### src/sv/pad_pkg.sv
// Package with shared types, codes and reset values for the phase-angle dimmer.
package pad_pkg;

	localparam int LEVEL_BITS_DEF = 8;
	localparam int CFG_IDX_W      = 3;
	localparam int CFG_DATA_W     = 16;
	localparam int OUT_LEVEL_W    = 8;

	localparam logic [7:0]  FULL_ON_LEVEL_RST  = 8'd0;
	localparam logic [7:0]  RAMP_UP_START_RST  = 8'd100;
	localparam logic [7:0]  OFF_LEVEL_RST      = 8'd128;
	localparam logic [15:0] TICKS_PER_STEP_RST = 16'd60;
	localparam logic [7:0]  RAMP_STEPS_RST     = 8'd30;
	localparam logic [7:0]  STEP_MAX           = 8'hFF;

	typedef enum logic [2:0] {
		CMD_ZERO_CROSS = 3'd0,
		CMD_PHASE_TICK = 3'd1,
		CMD_RAMP_TICK  = 3'd2,
		CMD_RAMP_UP    = 3'd3,
		CMD_RAMP_DOWN  = 3'd4,
		CMD_SET_LEVEL  = 3'd5
	} cmd_e;

	typedef enum logic [CFG_IDX_W-1:0] {
		CFG_FULL_ON_LEVEL  = 3'd0,
		CFG_RAMP_UP_START  = 3'd1,
		CFG_OFF_LEVEL      = 3'd2,
		CFG_TICKS_PER_STEP = 3'd3,
		CFG_RAMP_STEPS     = 3'd4
	} cfg_idx_e;

	typedef struct packed {
		logic [2:0] command;
		logic [7:0] new_level;
	} item_t;

	typedef struct packed {
		logic       gate;
		logic [7:0] delay_level;
		logic       ramping;
		logic       light_on_event;
		logic       light_off_event;
	} result_t;

	typedef struct packed {
		logic [7:0]  full_on_level;
		logic [7:0]  ramp_up_start;
		logic [7:0]  off_level;
		logic [15:0] ticks_per_step;
		logic [7:0]  ramp_steps;
	} cfg_t;

	typedef struct packed {
		logic ramping;
		logic light_on_event;
		logic light_off_event;
	} ramp_flags_t;

endpackage

### src/sv/phase_angle_dimmer_with_ramp.sv
// Top level of the phase-angle triac dimmer with brightening and darkening ramps.
//
// Every input transaction carries one command (zero cross, phase tick, ramp tick,
// start ramp up, start ramp down or set level) and yields exactly one result
// transaction with the gate drive, the delay level, the ramp status and the
// light on and light off events.
// An accepted command lands in the input register; once the output register is
// free or being read, the dimmer state is updated from it and the result is
// written to the output register, where it is offered. One command per cycle is
// sustained while the receiver takes results; the rate is set by the single
// compare and increment stage between the two registers.
// When the receiver stalls, the result holds in the output register and the
// input register still takes one more command; item_ready falls only when
// both registers are full.
// The configuration port writes one register per cycle with cfg_we and must
// only be used while no transaction is in flight.
// Reset clears the pipeline, disarms the phase counter, drops the gate, stops
// both ramps, sets the level to zero and restores the register defaults.
module phase_angle_dimmer_with_ramp #(
	parameter int LEVEL_BITS = pad_pkg::LEVEL_BITS_DEF
) (
	input  logic                           clk,
	input  logic                           arst_n,
	input  logic                           item_valid,
	output logic                           item_ready,
	input  pad_pkg::item_t                 item,
	output logic                           result_valid,
	input  logic                           result_ready,
	output pad_pkg::result_t               result,
	input  logic                           cfg_we,
	input  logic [pad_pkg::CFG_IDX_W-1:0]  cfg_index,
	input  logic [pad_pkg::CFG_DATA_W-1:0] cfg_data
);
	import pad_pkg::*;

	item_t                 item_s1;
	logic                  valid_s1;
	result_t               result_s2;
	logic                  valid_s2;
	logic                  fire;
	cfg_t                  cfg;
	logic                  gate_nxt;
	logic [LEVEL_BITS-1:0] level;
	logic [LEVEL_BITS-1:0] level_nxt;
	ramp_flags_t           flags;

	assign fire       = valid_s1 && (!valid_s2 || result_ready);
	assign item_ready = !valid_s1 || fire;

	always_ff @(posedge clk or negedge arst_n) begin
		if (!arst_n) begin
			valid_s1 <= 1'b0;
		end else if (item_ready) begin
			valid_s1 <= item_valid;
		end
	end

	always_ff @(posedge clk) begin
		if (item_valid && item_ready) begin
			item_s1 <= item;
		end
	end

	always_ff @(posedge clk or negedge arst_n) begin
		if (!arst_n) begin
			valid_s2 <= 1'b0;
		end else if (fire) begin
			valid_s2 <= 1'b1;
		end else if (result_ready) begin
			valid_s2 <= 1'b0;
		end
	end

	always_ff @(posedge clk) begin
		if (fire) begin
			result_s2.gate            <= gate_nxt;
			result_s2.delay_level     <= OUT_LEVEL_W'(level_nxt);
			result_s2.ramping         <= flags.ramping;
			result_s2.light_on_event  <= flags.light_on_event;
			result_s2.light_off_event <= flags.light_off_event;
		end
	end

	assign result_valid = valid_s2;
	assign result       = result_s2;

	pad_cfg u_cfg (
		.clk       (clk),
		.arst_n    (arst_n),
		.cfg_we    (cfg_we),
		.cfg_index (cfg_index),
		.cfg_data  (cfg_data),
		.cfg       (cfg)
	);

	pad_phase #(
		.LEVEL_BITS (LEVEL_BITS)
	) u_phase (
		.clk      (clk),
		.arst_n   (arst_n),
		.fire     (fire),
		.command  (item_s1.command),
		.level    (level),
		.gate_nxt (gate_nxt)
	);

	pad_ramp #(
		.LEVEL_BITS (LEVEL_BITS)
	) u_ramp (
		.clk       (clk),
		.arst_n    (arst_n),
		.fire      (fire),
		.command   (item_s1.command),
		.new_level (item_s1.new_level),
		.cfg       (cfg),
		.level     (level),
		.level_nxt (level_nxt),
		.flags     (flags)
	);

	a_no_overwrite: assert property (@(posedge clk) disable iff (!arst_n)
		valid_s1 && valid_s2 && !result_ready |-> !item_ready)
		else $error("Input register accepts while the pipeline is full.");

	a_ramp_up_result: assert property (@(posedge clk) disable iff (!arst_n)
		fire && item_s1.command == CMD_RAMP_UP
		|=> valid_s2 && result_s2.light_on_event && result_s2.ramping)
		else $error("Ramp up start did not produce its event.");

	a_zero_cross_gate: assert property (@(posedge clk) disable iff (!arst_n)
		fire && item_s1.command == CMD_ZERO_CROSS |=> !result_s2.gate)
		else $error("Gate not dropped on zero cross.");

	a_off_event_stops: assert property (@(posedge clk) disable iff (!arst_n)
		valid_s2 && result_s2.light_off_event |-> !result_s2.ramping)
		else $error("Ramp still active after ramp down completion.");

endmodule

### src/sv/pad_cfg.sv
// Configuration register file of the phase-angle dimmer.
module pad_cfg (
	input  logic                               clk,
	input  logic                               arst_n,
	input  logic                               cfg_we,
	input  logic [pad_pkg::CFG_IDX_W-1:0]      cfg_index,
	input  logic [pad_pkg::CFG_DATA_W-1:0]     cfg_data,
	output pad_pkg::cfg_t                      cfg
);
	import pad_pkg::*;

	cfg_t cfg_q;

	always_ff @(posedge clk or negedge arst_n) begin
		if (!arst_n) begin
			cfg_q.full_on_level  <= FULL_ON_LEVEL_RST;
			cfg_q.ramp_up_start  <= RAMP_UP_START_RST;
			cfg_q.off_level      <= OFF_LEVEL_RST;
			cfg_q.ticks_per_step <= TICKS_PER_STEP_RST;
			cfg_q.ramp_steps     <= RAMP_STEPS_RST;
		end else if (cfg_we) begin
			case (cfg_index)
				CFG_FULL_ON_LEVEL:  cfg_q.full_on_level  <= cfg_data[7:0];
				CFG_RAMP_UP_START:  cfg_q.ramp_up_start  <= cfg_data[7:0];
				CFG_OFF_LEVEL:      cfg_q.off_level      <= cfg_data[7:0];
				CFG_TICKS_PER_STEP: cfg_q.ticks_per_step <= cfg_data;
				CFG_RAMP_STEPS:     cfg_q.ramp_steps     <= cfg_data[7:0];
				default: begin
				end
			endcase
		end
	end

	assign cfg = cfg_q;

endmodule

### src/sv/pad_phase.sv
// Zero-cross arming, phase counter and triac gate drive.
module pad_phase #(
	parameter int LEVEL_BITS = pad_pkg::LEVEL_BITS_DEF
) (
	input  logic                  clk,
	input  logic                  arst_n,
	input  logic                  fire,
	input  logic [2:0]            command,
	input  logic [LEVEL_BITS-1:0] level,
	output logic                  gate_nxt
);
	import pad_pkg::*;

	logic                  armed_q, armed_n;
	logic                  gate_q, gate_n;
	logic [LEVEL_BITS-1:0] phase_q, phase_n;

	always_comb begin
		armed_n = armed_q;
		gate_n  = gate_q;
		phase_n = phase_q;
		case (command)
			CMD_ZERO_CROSS: begin
				armed_n = 1'b1;
				phase_n = '0;
				gate_n  = 1'b0;
			end
			CMD_PHASE_TICK: begin
				if (armed_q) begin
					if (phase_q >= level) begin
						gate_n  = 1'b1;
						phase_n = '0;
						armed_n = 1'b0;
					end else begin
						phase_n = phase_q + 1'b1;
					end
				end
			end
			default: begin
			end
		endcase
	end

	always_ff @(posedge clk or negedge arst_n) begin
		if (!arst_n) begin
			armed_q <= 1'b0;
			gate_q  <= 1'b0;
			phase_q <= '0;
		end else if (fire) begin
			armed_q <= armed_n;
			gate_q  <= gate_n;
			phase_q <= phase_n;
		end
	end

	assign gate_nxt = gate_n;

endmodule

### src/sv/pad_ramp.sv
// Delay level register with the brightening and darkening ramp sequencer.
module pad_ramp #(
	parameter int LEVEL_BITS = pad_pkg::LEVEL_BITS_DEF
) (
	input  logic                  clk,
	input  logic                  arst_n,
	input  logic                  fire,
	input  logic [2:0]            command,
	input  logic [7:0]            new_level,
	input  pad_pkg::cfg_t         cfg,
	output logic [LEVEL_BITS-1:0] level,
	output logic [LEVEL_BITS-1:0] level_nxt,
	output pad_pkg::ramp_flags_t  flags
);
	import pad_pkg::*;

	localparam int SUM_W = (LEVEL_BITS > 9) ? LEVEL_BITS : 9;

	logic [LEVEL_BITS-1:0] level_q, level_n;
	logic                  up_q, up_n;
	logic                  down_q, down_n;
	logic [15:0]           sub_q, sub_n;
	logic [7:0]            step_q, step_n;

	logic [15:0]           sub_inc;
	logic                  wrap;
	logic [15:0]           sub_tick;
	logic [7:0]            step_tick;
	logic                  done;
	logic [LEVEL_BITS-1:0] up_lvl;
	logic [SUM_W-1:0]      dn_sum;
	logic [SUM_W-1:0]      lvl_max;
	logic [LEVEL_BITS-1:0] dn_lvl;
	logic                  on_ev, off_ev;

	assign sub_inc   = sub_q + 16'd1;
	assign wrap      = sub_inc >= cfg.ticks_per_step;
	assign sub_tick  = wrap ? 16'd0 : sub_inc;
	assign step_tick = (wrap && step_q != STEP_MAX) ? step_q + 8'd1 : step_q;
	assign done      = step_tick >= cfg.ramp_steps;

	assign up_lvl  = (cfg.ramp_up_start > step_tick)
		? LEVEL_BITS'(cfg.ramp_up_start - step_tick) : '0;
	assign dn_sum  = SUM_W'(cfg.full_on_level) + SUM_W'(step_tick);
	assign lvl_max = SUM_W'({LEVEL_BITS{1'b1}});
	assign dn_lvl  = (dn_sum > lvl_max) ? '1 : dn_sum[LEVEL_BITS-1:0];

	always_comb begin
		level_n = level_q;
		up_n    = up_q;
		down_n  = down_q;
		sub_n   = sub_q;
		step_n  = step_q;
		on_ev   = 1'b0;
		off_ev  = 1'b0;
		case (command)
			CMD_RAMP_TICK: begin
				if (up_q || down_q) begin
					if (done) begin
						if (up_q) begin
							level_n = LEVEL_BITS'(cfg.full_on_level);
							up_n    = 1'b0;
						end
						if (down_q) begin
							level_n = LEVEL_BITS'(cfg.off_level);
							down_n  = 1'b0;
							off_ev  = 1'b1;
						end
						sub_n  = '0;
						step_n = '0;
					end else begin
						sub_n  = sub_tick;
						step_n = step_tick;
						if (up_q) begin
							level_n = up_lvl;
						end
						if (down_q) begin
							level_n = dn_lvl;
						end
					end
				end
			end
			CMD_RAMP_UP: begin
				level_n = LEVEL_BITS'(cfg.ramp_up_start);
				sub_n   = '0;
				step_n  = '0;
				up_n    = 1'b1;
				on_ev   = 1'b1;
			end
			CMD_RAMP_DOWN: begin
				level_n = LEVEL_BITS'(cfg.full_on_level);
				sub_n   = '0;
				step_n  = '0;
				down_n  = 1'b1;
			end
			CMD_SET_LEVEL: begin
				level_n = LEVEL_BITS'(new_level);
			end
			default: begin
			end
		endcase
	end

	always_ff @(posedge clk or negedge arst_n) begin
		if (!arst_n) begin
			level_q <= LEVEL_BITS'(FULL_ON_LEVEL_RST);
			up_q    <= 1'b0;
			down_q  <= 1'b0;
			sub_q   <= '0;
			step_q  <= '0;
		end else if (fire) begin
			level_q <= level_n;
			up_q    <= up_n;
			down_q  <= down_n;
			sub_q   <= sub_n;
			step_q  <= step_n;
		end
	end

	assign level                 = level_q;
	assign level_nxt             = level_n;
	assign flags.ramping         = up_n || down_n;
	assign flags.light_on_event  = on_ev;
	assign flags.light_off_event = off_ev;

endmodule
### config.mk
export PLATFORM = sky130hd
export DESIGN_NAME = phase_angle_dimmer_with_ramp
export DESIGN_NICKNAME = d
export VERILOG_FILES = /design/src/sv/pad_pkg.sv /design/src/sv/phase_angle_dimmer_with_ramp.sv /design/src/sv/pad_cfg.sv /design/src/sv/pad_phase.sv /design/src/sv/pad_ramp.sv
export SDC_FILE = /design/constraint.sdc
export NUM_CORES = 1
export LEC_CHECK = 0
export BUFFER_PORTS_ARGS = -buffer_cell sky130_fd_sc_hd__buf_2
export CAP_MARGIN = 20
export CORE_MARGIN = 1
export CORE_UTILIZATION = 50
export DETAILED_ROUTE_END_ITERATION = 8
export GPL_ROUTABILITY_DRIVEN = 0
export PLACE_DENSITY = 0.68
export SETUP_SLACK_MARGIN = 0.5
export SYNTH_ARGS = -nofsm -noshare
export SYNTH_HDL_FRONTEND = slang
export SYNTH_HIERARCHICAL = 1
export SYNTH_SLANG_ARGS = --single-unit
### constraint.sdc
create_clock -name clk -period 13.5 [get_ports clk]
set_input_delay 2.025 -clock clk [delete_from_list [all_inputs] [get_ports clk]]
set_output_delay 2.025 -clock clk [all_outputs]
set_load 0.05 [all_outputs]
* Word level (Yosys, flattened, before mapping) *
Index checks and enable logic that the tools add are counted.

storage, ports and cells
  input bits = 35
  output and inout bits = 14
  word-level logic and storage cells = 104
  register bits after elaboration = 117

cells by class
  reduce and logical (&&, ||, !) cells = 24
  $add $sub $neg = 5
  equality and inequality tests = 12
  $lt $le $gt $ge = 5
  multiplexer cells = 36

operators by type and width
  kind                                                            number
  two-way mux 8 bit                                               13
  two-way mux 16 bit                                              3
  one-hot mux 16 bit (2 select lines)                             1
  one-hot mux 8 bit (2 select lines)                              2
  one-hot mux 8 bit (4 select lines)                              1
  adder 16 x 1 -> 16 bit (second input constant)                  1
  adder 8 x 1 -> 8 bit (second input constant)                    2
  greater-or-equal comparator 16 bit                              1
  greater-or-equal comparator 8 bit                               2
  equality test 3 x 2 -> 1 bit (second input constant)            4
  two-way mux 1 bit                                               12
  AND reduction 2 bit                                             6
  adder 8 x 8 -> 9 bit                                            1
  equality test 3 bit (second input constant)                     3
  greater-than comparator 9 x 8 -> 1 bit (second input constant)  1
  AND reduction 3 bit                                             3
  greater-than comparator 8 bit                                   1
  inequality test 8 bit (second input constant)                   1
  one-hot mux 1 bit (2 select lines)                              4
  subtractor 8 bit                                                1
  equality test 3 x 1 -> 1 bit (second input constant)            2
  logical NOT 3 bit                                               2
  nonzero test 2 bit                                              3
  logical OR 1 bit                                                4
  4 further kinds                                                 8

* Longest topological paths before layout *
Gate-level depths: netlist of the first run.

  depth in word-level cells = 11
  gate-level depth with buffers = 22
  depth with buffers taken out = 20

* Hierarchy *
Netlist of the first run, hierarchy kept.

by module, submodules not included
  module                        area an instance (um^2)  instances  seq. area each (um^2)  cells each
  pad_ramp                      4393.0                   1          850.8                  578
  pad_cfg                       1855.5                   1          1216.2                 105
  phase_angle_dimmer_with_ramp  794.5                    1          740.7                  31
  pad_phase                     730.7                    1          250.2                  82

* Worst setup path after synthesis of the first run *
Ideal clock, no wire load.

  path type = flip-flop to flip-flop
  start point = register u_ramp.sub_q[0]
  end point = register result_s2, in the netlist result[6] (data pin)
  data arrival time = 4651 ps
  stages on the path, launching flop included = 22
  setup slack = 8570 ps
  library setup time = 279 ps
  period minus slack after synthesis = 4930 ps
  path buffers = 3
  data required time = 13221 ps
  cell sequence = dfrtp_1 ha_1 and3_1 and4_1 nor2b_1 or2_2 ha_1 a21o_1 a21oi_1 nand3_1 a211o_1 clkbuf_1 nand2_1 xnor2_1 ha_1 a211oi_1 a21oi_1 a211o_1 buf_6 clkbuf_1 a311oi_1 a221oi_1

between the ends
  longest elaborated chain between the ends = 11
  elaborated cells between the ends (all ways) = 16
  classes of those cells = 3 x add/sub; 4 x order compare; 8 x mux; 1 x reduce/logical

ends and longest elaborated chain
  item                                                                                RTL line                            source
  start, declared                                                                     pad_ramp.sv:22                      logic [15:0] sub_q, sub_n;
  start signal, assigned                                                              pad_ramp.sv:115                     sub_q <= sub_n;
  adder 16 x 1 -> 16 bit (*)                                                          pad_ramp.sv:36                      assign sub_inc = sub_q + 16'd1;
  greater-or-equal comparator 16 bit (*)                                              pad_ramp.sv:37                      assign wrap = sub_inc >= cfg.ticks_per_step;
  logical AND 1 bit (*)                                                               pad_ramp.sv:39                      assign step_tick = (wrap && step_q != STEP_MAX) ? step_q + 8'd1 : step_q;
  two-way mux 8 bit (*)                                                               pad_ramp.sv:39
  adder 8 x 8 -> 9 bit, or another cell as far along                                  pad_ramp.sv:44                      assign dn_sum = SUM_W'(cfg.full_on_level) + SUM_W'(step_tick);
  greater-than comparator 9 x 8 -> 1 bit / two-way mux 8 bit (equally long branches)  pad_ramp.sv:46, pad_ramp.sv:43
  two-way mux 8 bit, on equally long branches                                         pad_ramp.sv:46, pad_ramp.sv:74
  two-way mux 8 bit                                                                   pad_ramp.sv:77                      if (down_q) begin
  two-way mux 8 bit (*)                                                               pad_ramp.sv:59                      if (done) begin
  two-way mux 8 bit (*)                                                               pad_ramp.sv:58                      if (up_q || down_q) begin
  one-hot mux 8 bit (4 select lines) (*)                                              pad_ramp.sv:56                      case (command)
  via level_nxt[3]                                                                    phase_angle_dimmer_with_ramp.sv:44  logic [LEVEL_BITS-1:0] level_nxt;
  end, declared                                                                       phase_angle_dimmer_with_ramp.sv:38  result_t result_s2;

The timed path passes the listed nets; every way through them passes the cells marked *.
A chain may end at the register's enable or synchronous reset.

* Worst setup path after layout of the first run *
  start point = register u_ramp.sub_q[2]
  end point = register result_s2, in the netlist result[4] (data pin)

The elaborated chain is that of the path after synthesis.

==> results of run 1 <==
layer usage:
metal	vias to the layer above	track usage
met3	43	0.0620
met2	256	0.385
met5	-	0
met1	3125	0.373
met4	0	0.102
li1	3014	-
metrics by stage:
step / hold slack, ps / std cells / cell area, µm²
after floorplan: 453 / 796 / 7770
after global placement: 471 / 1002 / 8110
after detailed placement: 483 / 1002 / 8110
after CTS: 496 / 1034 / 8660
after global routing: 510 / 1036 / 8680
final: 494 / 1036 / 8680
power by group through the flow:
stage          Clock [mW]  Sequential, mW  Combinational, mW
2_1_floorplan           0           0.478              0.217
3_3_place_gp            0           0.482              0.296
3_5_place_dp            0           0.485              0.308
4_1_cts             0.426           0.479              0.311
5_1_grt             0.443           0.487              0.349
6_report            0.421           0.481              0.317
sequential cells by signal (all words and copies together) (netlist names):
| name | flops |
|---|---|
| u_cfg/cfg | 48 |
| u_ramp/sub_q | 16 |
| result | 12 |
| item_s1 | 11 |
| u_phase/phase_q | 8 |
| u_ramp/level | 8 |
| u_ramp/step_q | 8 |
| result_valid | 1 |
| u_phase/armed_q | 1 |
| u_phase/gate_q | 1 |
| u_ramp/down_q | 1 |
| u_ramp/up_q | 1 |
| valid_s1 | 1 |
final timing paths:
check | end | slack [ps] | cells past startpoint
min | u_phase/gate_q$_DFFE_PN0P_ | 490 | 1
min in group asynchronous | u_cfg/cfg[20]$_DFFE_PN0P_ | 1560 | 1
max reg2reg | result[4]$_DFFE_PP_ | 7290 | 18
max in group asynchronous | u_cfg/cfg[24]$_DFFE_PN0P_ | 10780 | 2
max | result[4]$_DFFE_PP_ | 7290 | 18
min reg2reg | u_phase/gate_q$_DFFE_PN0P_ | 490 | 1
synthesized netlist by cell type, drive strengths merged, types with 3 or more instances:
cell,n,area share
a211o,6,0.0079
a21o,8,0.0077
nand2b,9,0.0072
a211oi,11,0.013
o221ai,9,0.010
and4,6,0.0068
a22o,16,0.018
ha,53,0.085
and4bb,3,0.0048
xor2,8,0.0090
nor4b,4,0.0064
dfstp,12,0.041
and2,13,0.011
or2,12,0.0097
xnor2,16,0.018
buf,14,0.011
edfxtp,23,0.089
mux2,51,0.074
o211ai,7,0.0068
inv,47,0.023
nor2b,17,0.014
dfrtp,82,0.26
a31oi,13,0.010
o21ai,43,0.029
o21a,8,0.0077
a2111oi,3,0.0034
o22ai,5,0.0040
a22oi,5,0.0048
nand2,64,0.031
and3,13,0.010
nand3,25,0.016
nand4,8,0.0064
nor3,14,0.0090
clkbuf,18,0.0087
nor4,5,0.0040
nor2,49,0.025
a21oi,44,0.030
o31ai,5,0.0048
a221oi,4,0.0045
mux2i,12,0.015
critical path: cells and delay by family, from the launching register on:
family,cells,cell delay [ps]
xor+xnor,1,530
flops,1,450
simple gates,8,2040
compound gates,7,2240
fa+ha+maj,2,670
cell families after synthesis:
logic type      after synthesis  synth area share
flops                       117             0.393
simple gates                255             0.177
compound gates              203             0.180
mux                          63            0.0893
fa+ha+maj                    55            0.0905
buf+inv                      79            0.0428
xor+xnor                     24            0.0270
final cells by class:
| class | count | area (µm²) |
|---|---|---|
| inverters | 47 | 176 |
| clock buffers | 19 | 454 |
| clock inverters | 13 | 95.1 |
| well taps | 188 | 235 |
| fillers | 1346 | 6520 |
| multi-input cells | 600 | 4390 |
| repair buffers | 52 | 277 |
| flip-flops and latches | 117 | 3060 |
cells in the final DEF, fill, tap and decap left out, types with 13 or more instances in the layout:
cell type,Yosys,layout
a21oi_1,43,43
a22o_1,15,15
a31oi_1,13,13
and3_1,13,13
buf_2,8,47
clkbuf_16,0,18
dfrtp_1,82,82
edfxtp_1,23,23
ha_1,53,53
inv_1,47,47
mux2_2,51,51
nand2_1,64,64
nand3_1,25,25
nor2_1,48,48
nor2b_1,17,17
nor3_1,14,14
o21ai_0,35,34
xnor2_1,16,16
==> reports/results.tsv, run 1 <==
stage	metric	value	unit
flow_run	Max-Cap Viols	0	
finish	layout cells sized above 1	0.208	
pwr	Net Sw Frac	0.347	
run_status	outcome	finished clean	
placement	DP Worst Slack	7020	ps
synth	net count after synthesis	886	
clock_tree	CTS Buf Count	17	
timing	final setup TNS	0	ps
synth	Post-synth EDFFs	23	
pwr	leakage power	3.92	nW
floorplanning	height of the die	127	µm
clock_tree	postcts setup bufs	0	
pwr	power share of the clock group	0.345	
pwr	Power, Total	1.22	mW
grt	global-route wire length before repair	32500	µm
synth	Mapped Cells	796	
routing	drt first pass iters	5	
placement	PortBufs	48	
routing	met3 routed WL	1350	µm
routing	initial DRC count	552	
worst_setup_path	Slowest-stage cell, CP	a2111oi_0	
finish	post-layout util	0.571	
finish	# nets final	925	
routing	antenna viol nets, final	0	
worst_setup_path	CP arrival	6360	ps
floorplanning	Initial Utilization	0.511	
synth	main flop type after synthesis	dfrtp_1	
timing	min Tclk post-route	6210	ps
floorplanning	Die Width	127	µm
grt	largest net degree at the start of global routing	63	
synth	average size of a mapped cell	9.77	µm²
routing	via count	6438	
routing	Top Layer Used	met4	
worst_setup_path	Worst Path Max Fanout	17	
synth	Seq/Total Area, Yosys	0.393	
synth	Distinct cells, synth	78	
hold_path	hold_sp	u_phase/gate_q$_DFFE_PN0P_	
clock_tree	hold_buf cts	0	
floorplanning	core area	15200	µm²
pwr	Sequential Power Share	0.395	
routing	DR WL met2	8840	µm
worst_setup_path	Worst Path Required	13660	ps
worst_setup_path	Critical Path Max Stage Delay	800	ps
clock_tree	Max Root-Sink Buffers	2	
worst_setup_path	CP Capture Type	flop	
worst_setup_path	worst setup path class	reg -> reg	
routing	drt total wl	20000	µm
worst_setup_path	Cell Chain, Critical Path	nand3_1 > nor4_1 > nand3_1 > and2_1 > or2_2 > ha_1 > nand3_1 > o21a_1 > nor3_1 > nand2_1 > xnor2_1 > ha_1 > a211oi_1 > a21oi_1 > a2111oi_0 > o22ai_1 > a31oi_1 > o22ai_1	
clock_tree	Sink Count	117	
pwr	power per cell area	140	nW/µm²
floorplanning	# IOs	49	
placement	HPWL Detailed	14600	µm
clock_tree	CTS Root Cell	clkbuf_16	
worst_setup_path	crit path launch type	flop	
finish	# diodes	0	
timing	worst-margin pin slew	1070	ps
timing	fmax	0.161	GHz
timing	unrepaired setup endpoints after global routing	false	
synth	Netlist Area Pre-Place	7770	µm²
pwr	Combinational Power Share	0.260	
timing	Slew Limit Headroom	0.285	
pwr	internal power	0.796	mW
clock_tree	cts repair resizes	0	
timing	Final Hold Vio Count	0	
finish	Area Growth Syn to Fin	11.7	%
clock_tree	H-tree depth	4	
synth	Ys Warns	6	
worst_setup_path	CP startpoint	u_ramp/sub_q[2]$_DFFE_PN0P_	
routing	Met1 Wirelength	9270	µm
clock_tree	CTS tree	done	
pwr	NetSw	0.422	mW
pwr	Max VDD drop	91.8	µV
timing	Final Setup Violations	0	
worst_setup_path	worst r2r src	u_ramp/sub_q[2]$_DFFE_PN0P_	
floorplanning	Die Area	16100	µm²
grt	initial antenna violation count	0	
floorplanning	# rows	45	
routing	WL/cell	19.3	µm
grt	GRT Total Usage	0.262	
timing	setup ws final	7290	ps
hold_path	hold crit path type	reg -> reg	
clock_tree	clk_lat worst skew	430	ps
synth	Yosys reg bits	117	
timing	Final period util	0.460	
synth	asr flop ratio synth	0.803	
timing	fin. max-slew vios	0	
routing	DR DRC count	0	
timing	clk_skew	8.86	ps
routing	vias per cell	6.21	
clock_tree	clk slew on worst S/H paths	60	ps
grt	vias in the first global route	6261	
worst_setup_path	most used cell, CP	nand3_1	
grt	grt total ovfl	0	
No activity file was read; power rests on OpenSTA's default activity.
==> run 2, diff against run 1 <==
==> constraint.sdc (replaced) <==
create_clock -name clk -period 6.25 [get_ports clk]
set_input_delay 0.9375 -clock clk [delete_from_list [all_inputs] [get_ports clk]]
set_output_delay 0.9375 -clock clk [all_outputs]
set_load 0.05 [all_outputs]
==> run 2 against run 1 <==
- clock skew grew 6.1 ps
- maximum frequency up 12%
- via count grew 0.76%
- worst setup slack worse by 6600 ps
- non-clock buffer count increased by 5
- sequential share of layout area decreased by 0.47 points
- clock power grew 110%
- combinational power grew 130%
- total power is 120% higher
- largest power group unchanged
==> reports/results.tsv, run 2 (synthesis results as in run 1) <==
stage	metric	value	unit	change
run_status	outcome	finished clean		
finish	final instance area	8800	µm²	+1.3%
worst_setup_path	Reg2Reg Setup Slack	720	ps	-6580 ps
clock_tree	Max Root-Sink Buffers	2		unchanged
pwr	NetSw	0.934	mW	+120%
finish	max reg flops	48		unchanged
floorplanning	height of the die	127	µm	unchanged
routing	antenna viol nets, final	0		unchanged
clock_tree	CTS tree	done		
routing	WL/cell	19.2	µm	-0.26%
pwr	power share of the clock group	0.335		-0.010
grt	global-route wire length before repair	32200	µm	-0.79%
routing	via count	6487		+0.76%
worst_setup_path	Worst Path Required	6490	ps	-7170 ps
finish	# nets final	930		+0.54%
pwr	leakage power	3.95	nW	+0.82%
pwr	Net Sw Frac	0.353		+0.00684
worst_setup_path	CP arrival	5770	ps	-590 ps
timing	worst-margin pin slew	1070	ps	+0.300 ps
timing	clk_skew	14.9	ps	+6.05 ps
timing	fin. max-slew vios	0		unchanged
finish	layout cells sized above 1	0.229		+0.0211
placement	Post-Place Cells	1007		+0.50%
floorplanning	# IOs	49		unchanged
routing	drt first pass iters	6		+1
worst_setup_path	worst setup path class	reg -> reg		
floorplanning	# rows	45		unchanged
placement	placed instance area	8150	µm²	+0.46%
routing	vias per cell	6.23		+0.28%
worst_setup_path	crit path launch type	flop		
routing	initial DRC count	697		+26%
pwr	Sequential Power Share	0.392		-0.003
floorplanning	core area	15200	µm²	unchanged
finish	Area Growth Syn to Fin	13.2	%	
worst_setup_path	Worst Path Max Fanout	7		-10
hold_path	hold crit path type	in -> async		
timing	Final Setup Violations	0		unchanged
pwr	power per cell area	300	nW/µm²	+110%
floorplanning	Die Width	127	µm	unchanged
placement	PortBufs	48		unchanged
grt	grt total ovfl	0		unchanged
worst_setup_path	worst r2r src	u_ramp/sub_q[0]$_DFFE_PN0P_		
clock_tree	Sink Count	117		unchanged
timing	final setup TNS	0	ps	unchanged
timing	WHS	482	ps	-11.7 ps
clock_tree	CTS Buf Count	17		unchanged
worst_setup_path	CP Capture Type	flop		
finish	non-filler cells, final	1041		+0.48%
grt	vias in the first global route	6317		+0.89%
pwr	Power, Total	2.64	mW	+120%
finish	commonest cells after routing, fill and taps aside	82 x dfrtp_1, 64 x nand2_1, 53 x ha_1		
placement	DP Worst Slack	266	ps	-6750 ps
timing	Final period util	0.885		+0.425
routing	drt total wl	20000	µm	+0.22%
timing	min Tclk post-route	5530	ps	-673 ps
clock_tree	clk_lat worst skew	420	ps	about the same
grt	largest net degree at the start of global routing	61		-3.2%
floorplanning	Die Area	16100	µm²	unchanged
pwr	Max VDD drop	253	µV	+180%
clock_tree	clk slew on worst S/H paths	60	ps	about the same
grt	GRT Total Usage	0.259		-0.00258
floorplanning	Initial Utilization	0.511		unchanged
timing	Final Hold Vio Count	0		unchanged
worst_setup_path	worst-case reg-to-reg path depth	18		unchanged
timing	Slew Limit Headroom	0.285		about the same
routing	DR DRC count	0		unchanged
clock_tree	H-tree depth	4		unchanged
grt	initial antenna violation count	0		unchanged
clock_tree	hold_buf cts	0		unchanged
timing	unrepaired setup endpoints after global routing	false		
timing	setup ws final	718	ps	-6580 ps
finish	number of fill cells	1309		-2.7%
finish	# diodes	0		unchanged
finish	most common cell after layout, fill and taps aside	dfrtp_1		
finish	post-layout util	0.579		+0.00765
worst_setup_path	FF-to-FF End	result[9]$_DFFE_PP_		
timing	fmax	0.181	GHz	+12%
pwr	Combinational Power Share	0.273		+0.013
clock_tree	CTS Root Cell	clkbuf_16		
flow_run	Max-Cap Viols	0		unchanged
placement	HPWL Detailed	14700	µm	+0.79%
pwr	internal power	1.71	mW	+110%
==> run 2: changes by cell type in the layout (fill, tap and decap cells not counted), moves of 2 or more <==
cell / delta
clkinv_2: -3
a31oi_1: -2
buf_4: +6
a211o_1: -2
clkinv_1: +3
a31oi_2: +2
a21oi_1: -2
a21oi_2: +2
==> run 2: worst max-delay path by stage <==
stage                                 from              endpoint  slack, ps  cells after the start
5_1_grt        u_ramp/sub_q[2]$_DFFE_PN0P_  result[10]$_DFFE_PP_        420                     19
4_1_cts        u_ramp/sub_q[0]$_DFFE_PN0P_   result[9]$_DFFE_PP_        490                     20
2_1_floorplan  u_ramp/sub_q[0]$_DFFE_PN0P_   result[6]$_DFFE_PP_       1320                     21
3_3_place_gp   u_ramp/sub_q[2]$_DFFE_PN0P_   result[9]$_DFFE_PP_        330                     17
3_5_place_dp   u_ramp/sub_q[0]$_DFFE_PN0P_   result[9]$_DFFE_PP_        270                     17
6_report       u_ramp/sub_q[0]$_DFFE_PN0P_   result[9]$_DFFE_PP_        720                     18
==> run 2: final cells by class <==
type                    instances  area, µm²  share of cell area
well taps                     188        235              0.0267
clock inverters                14        100              0.0114
multi-input cells             600       4490               0.510
clock buffers                  18        429              0.0488
flip-flops and latches        117       3060               0.348
repair buffers                 57        310              0.0353
inverters                      47        176              0.0201
==> run 2: worst max-delay path, cell delays in order (launching register included) <==
cell	delay, ps
dfrtp_1	470
ha_1	270
and3_1	260
nand2_1	90
and2_1	170
or2_2	300
ha_1	300
and4_1	200
and3_1	260
a211oi_4	100
nor3_2	390
mux2_2	470
fa_1	450
nand2b_1	230
a21oi_2	200
o211ai_1	270
o31ai_2	420
o211ai_1	230
a31oi_2	270
==> run 2: layer usage <==
metal / up-vias / track usage / part of all wire
met5: - / 0 / 0
met2: 287 / 0.387 / 0.44
met1: 3122 / 0.361 / 0.46
li1: 3025 / - / -
met4: 0 / 0.107 / 0.026
met3: 53 / 0.0628 / 0.078
==> run 2: power groups by stage <==
| stage | logic (mW) | registers (mW) | clock network (mW) |
|---|---|---|---|
| after floorplan | 0.469 | 1.03 | 0 |
| after global placement | 0.650 | 1.04 | 0 |
| after detailed placement | 0.676 | 1.05 | 0 |
| after CTS | 0.683 | 1.03 | 0.899 |
| after global routing | 0.789 | 1.05 | 0.931 |
| final | 0.722 | 1.04 | 0.885 |
==> run 2: repair_timing <==
item | 4_1_cts | 5_1_grt
endpoints found under the setup margin | 21 | 41
pin swaps | 0 | 3
resized for setup | 5 | 18
setup buffers | 0 | 2
==> run 3, diff against run 2 <==
--- a/config.mk
+++ b/config.mk
@@ -7,6 +7,7 @@
 export LEC_CHECK = 0
 export BUFFER_PORTS_ARGS = -buffer_cell sky130_fd_sc_hd__buf_2
 export CAP_MARGIN = 20
+export CORE_ASPECT_RATIO = 1.2
 export CORE_MARGIN = 1
 export CORE_UTILIZATION = 50
 export DETAILED_ROUTE_END_ITERATION = 8
==> run 3 against run 2 <==
- via count rose by 0.39%
- worst setup slack got worse by 55 ps
- sequential share of layout area shrank 0.29 points
- sequential cell count unchanged
- register-to-register slack lost 60 ps
- maximum frequency decreased by 0.99%
==> reports/results.tsv, run 3 (synthesis results as in run 1) <==
stage	metric	value	unit	change
timing	Final Setup Violations	0		unchanged
worst_setup_path	worst setup path class	reg -> reg		
timing	final setup TNS	0	ps	unchanged
clock_tree	clk_lat worst skew	430	ps	about the same
floorplanning	Initial Utilization	0.515		+0.00407
finish	# diodes	0		unchanged
pwr	leakage power	4.01	nW	+1.4%
floorplanning	# IOs	49		unchanged
worst_setup_path	Worst Path Required	6520	ps	+30 ps
timing	min Tclk post-route	5590	ps	+55.5 ps
worst_setup_path	Worst Path Max Fanout	9		+2
run_status	outcome	finished clean		
finish	Area Growth Syn to Fin	14.2	%	
pwr	Sequential Power Share	0.378		-0.014
timing	Final period util	0.894		+0.00887
routing	antenna viol nets, final	0		unchanged
worst_setup_path	Crit path buffers/inverters	3		+3
pwr	internal power	1.82	mW	+6.7%
timing	fin. max-slew vios	0		unchanged
routing	drt total wl	20500	µm	+2.7%
flow_run	Max-Cap Viols	0		unchanged
grt	vias in the first global route	6381		+1.0%
timing	Slew Limit Headroom	0.345		+0.0599
placement	DP Worst Slack	287	ps	+20.6 ps
floorplanning	Die Width	116	µm	-8.6%
timing	worst-margin pin slew	982	ps	-89.9 ps
finish	post-layout util	0.589		+0.00984
worst_setup_path	Cell Chain, Critical Path	and4_1 > nand4_1 > o21a_1 > or2_2 > ha_1 > and4_1 > a21oi_1 > nand3_2 > a211oi_2 > buf_4 > nor3_1 > buf_4 > mux2_2 > fa_1 > nand2b_1 > a21oi_2 > o211ai_1 > buf_4 > o31ai_2 > o211ai_1 > a31oi_1		
clock_tree	Sink Count	117		unchanged
clock_tree	CTS Root Cell	clkbuf_16		
pwr	power per cell area	310	nW/µm²	+3.1%
timing	Final Hold Vio Count	0		unchanged
finish	commonest cells after routing, fill and taps aside	81 x dfrtp_1, 64 x nand2_1, 53 x ha_1		
finish	# nets final	932		+0.22%
finish	max reg flops	48		unchanged
pwr	power share of the clock group	0.364		+0.029
worst_setup_path	crit path launch type	flop		
grt	initial antenna violation count	0		unchanged
routing	vias per cell	6.15		-1.3%
worst_setup_path	most used cell, CP	buf_4		
routing	DR DRC count	0		unchanged
grt	GRT Total Usage	0.269		+0.0102
floorplanning	Die Area	16100	µm²	about the same
floorplanning	height of the die	139	µm	+9.4%
clock_tree	hold_buf cts	0		unchanged
floorplanning	core area	15100	µm²	-0.79%
grt	grt total ovfl	0		unchanged
routing	initial DRC count	580		-17%
finish	most common cell after layout, fill and taps aside	dfrtp_1		
routing	drt first pass iters	7		+1
timing	fmax	0.179	GHz	-0.99%
pwr	Net Sw Frac	0.337		-0.0167
timing	clk_skew	9.59	ps	-5.32 ps
worst_setup_path	CP Capture Type	flop		
floorplanning	# rows	49		+8.9%
pwr	Max VDD drop	198	µV	-22%
timing	unrepaired setup endpoints after global routing	false		
routing	via count	6512		+0.39%
clock_tree	H-tree depth	4		unchanged
finish	number of fill cells	1319		+0.76%
worst_setup_path	Slowest-stage cell, CP	dfrtp_1		
clock_tree	CTS Buf Count	17		unchanged
grt	global-route wire length before repair	33000	µm	+2.4%
clock_tree	CTS tree	done		
worst_setup_path	CP arrival	5860	ps	+90 ps
hold_path	hold crit path type	in -> async		
grt	largest net degree at the start of global routing	61		unchanged
pwr	Combinational Power Share	0.258		-0.015
finish	layout cells sized above 1	0.228		-0.000535
clock_tree	Max Root-Sink Buffers	2		unchanged
pwr	NetSw	0.926	mW	-0.86%
placement	PortBufs	48		unchanged
clock_tree	clk slew on worst S/H paths	60	ps	about the same
routing	WL/cell	19.4	µm	+0.92%
worst_setup_path	critical path's top delay family	compound AO/OA/AOI/OAI gates		
timing	setup ws final	663	ps	-55.5 ps
worst_setup_path	Critical Path Max Stage Delay	450	ps	-20 ps
placement	HPWL Detailed	15400	µm	+4.6%
-- run 3: area by class of cell --
cell class	count	area, µm²	share of cell area
Clock buffer	21	504	0.0568
Clock inverter	11	110	0.0124
Inverter	47	176	0.0199
Multi-Input combinational cell	600	4450	0.501
Sequential cell	117	3060	0.345
Tap cell	204	255	0.0288
Timing Repair Buffer	59	325	0.0366
-- run 3: power by group through the flow --
| stage | Clock [mW] | Combinational [mW] | Sequential (mW) |
|---|---|---|---|
| 4_1_cts | 1.01 | 0.693 | 1.04 |
| 3_5_place_dp | 0 | 0.679 | 1.05 |
| 5_1_grt | 1.04 | 0.784 | 1.05 |
| 2_1_floorplan | 0 | 0.469 | 1.03 |
| 3_3_place_gp | 0 | 0.653 | 1.04 |
| 6_report | 1.00 | 0.711 | 1.04 |
-- run 3: stage by stage --
| step | hold slack (ps) | cells | total power, mW | cell area [µm²] |
|---|---|---|---|---|
| floorplan | 453 | 796 | 1.50 | 7770 |
| finish | 472 | 1059 | 2.75 | 8880 |
| CTS | 484 | 1059 | 2.74 | 8830 |
| detailed placement | 483 | 1026 | 1.73 | 8190 |
| global placement | 471 | 1026 | 1.70 | 8190 |
| global route | 499 | 1059 | 2.88 | 8880 |
-- run 3: what timing repair did --
action | in CTS | in global routing
hold endpoints to repair | 0 | 0
buffers inserted | 1 | 0
resized for setup | 3 | 13
pin swaps | 1 | 1
endpoints found under the setup margin | 15 | 40
-- run 3: final timing paths --
check	end	cells past startpoint	start	slack, ps
worst max-delay path	result[9]$_DFFE_PP_	21	u_ramp/sub_q[2]$_DFFE_PN0P_	660
worst min-delay path	u_phase/phase_q[3]$_DFFE_PN0P_	1	arst_n	470
worst max register to register	result[9]$_DFFE_PP_	21	u_ramp/sub_q[2]$_DFFE_PN0P_	660
worst min register to register	u_phase/gate_q$_DFFE_PN0P_	1	u_phase/gate_q$_DFFE_PN0P_	490
max in group asynchronous	u_ramp/sub_q[0]$_DFFE_PN0P_	2	arst_n	4560
min in group clk	u_phase/gate_q$_DFFE_PN0P_	1	u_phase/gate_q$_DFFE_PN0P_	490
-- run 3: per-layer routing --
| layer | GRT usage | vias up | part of all wire |
|---|---|---|---|
| met4 | 0.163 | 0 | 0.058 |
| met2 | 0.453 | 248 | 0.51 |
| met1 | 0.309 | 3151 | 0.39 |
| li1 | - | 3032 | - |
| met3 | 0.0568 | 81 | 0.046 |
| met5 | 0 | - | 0 |
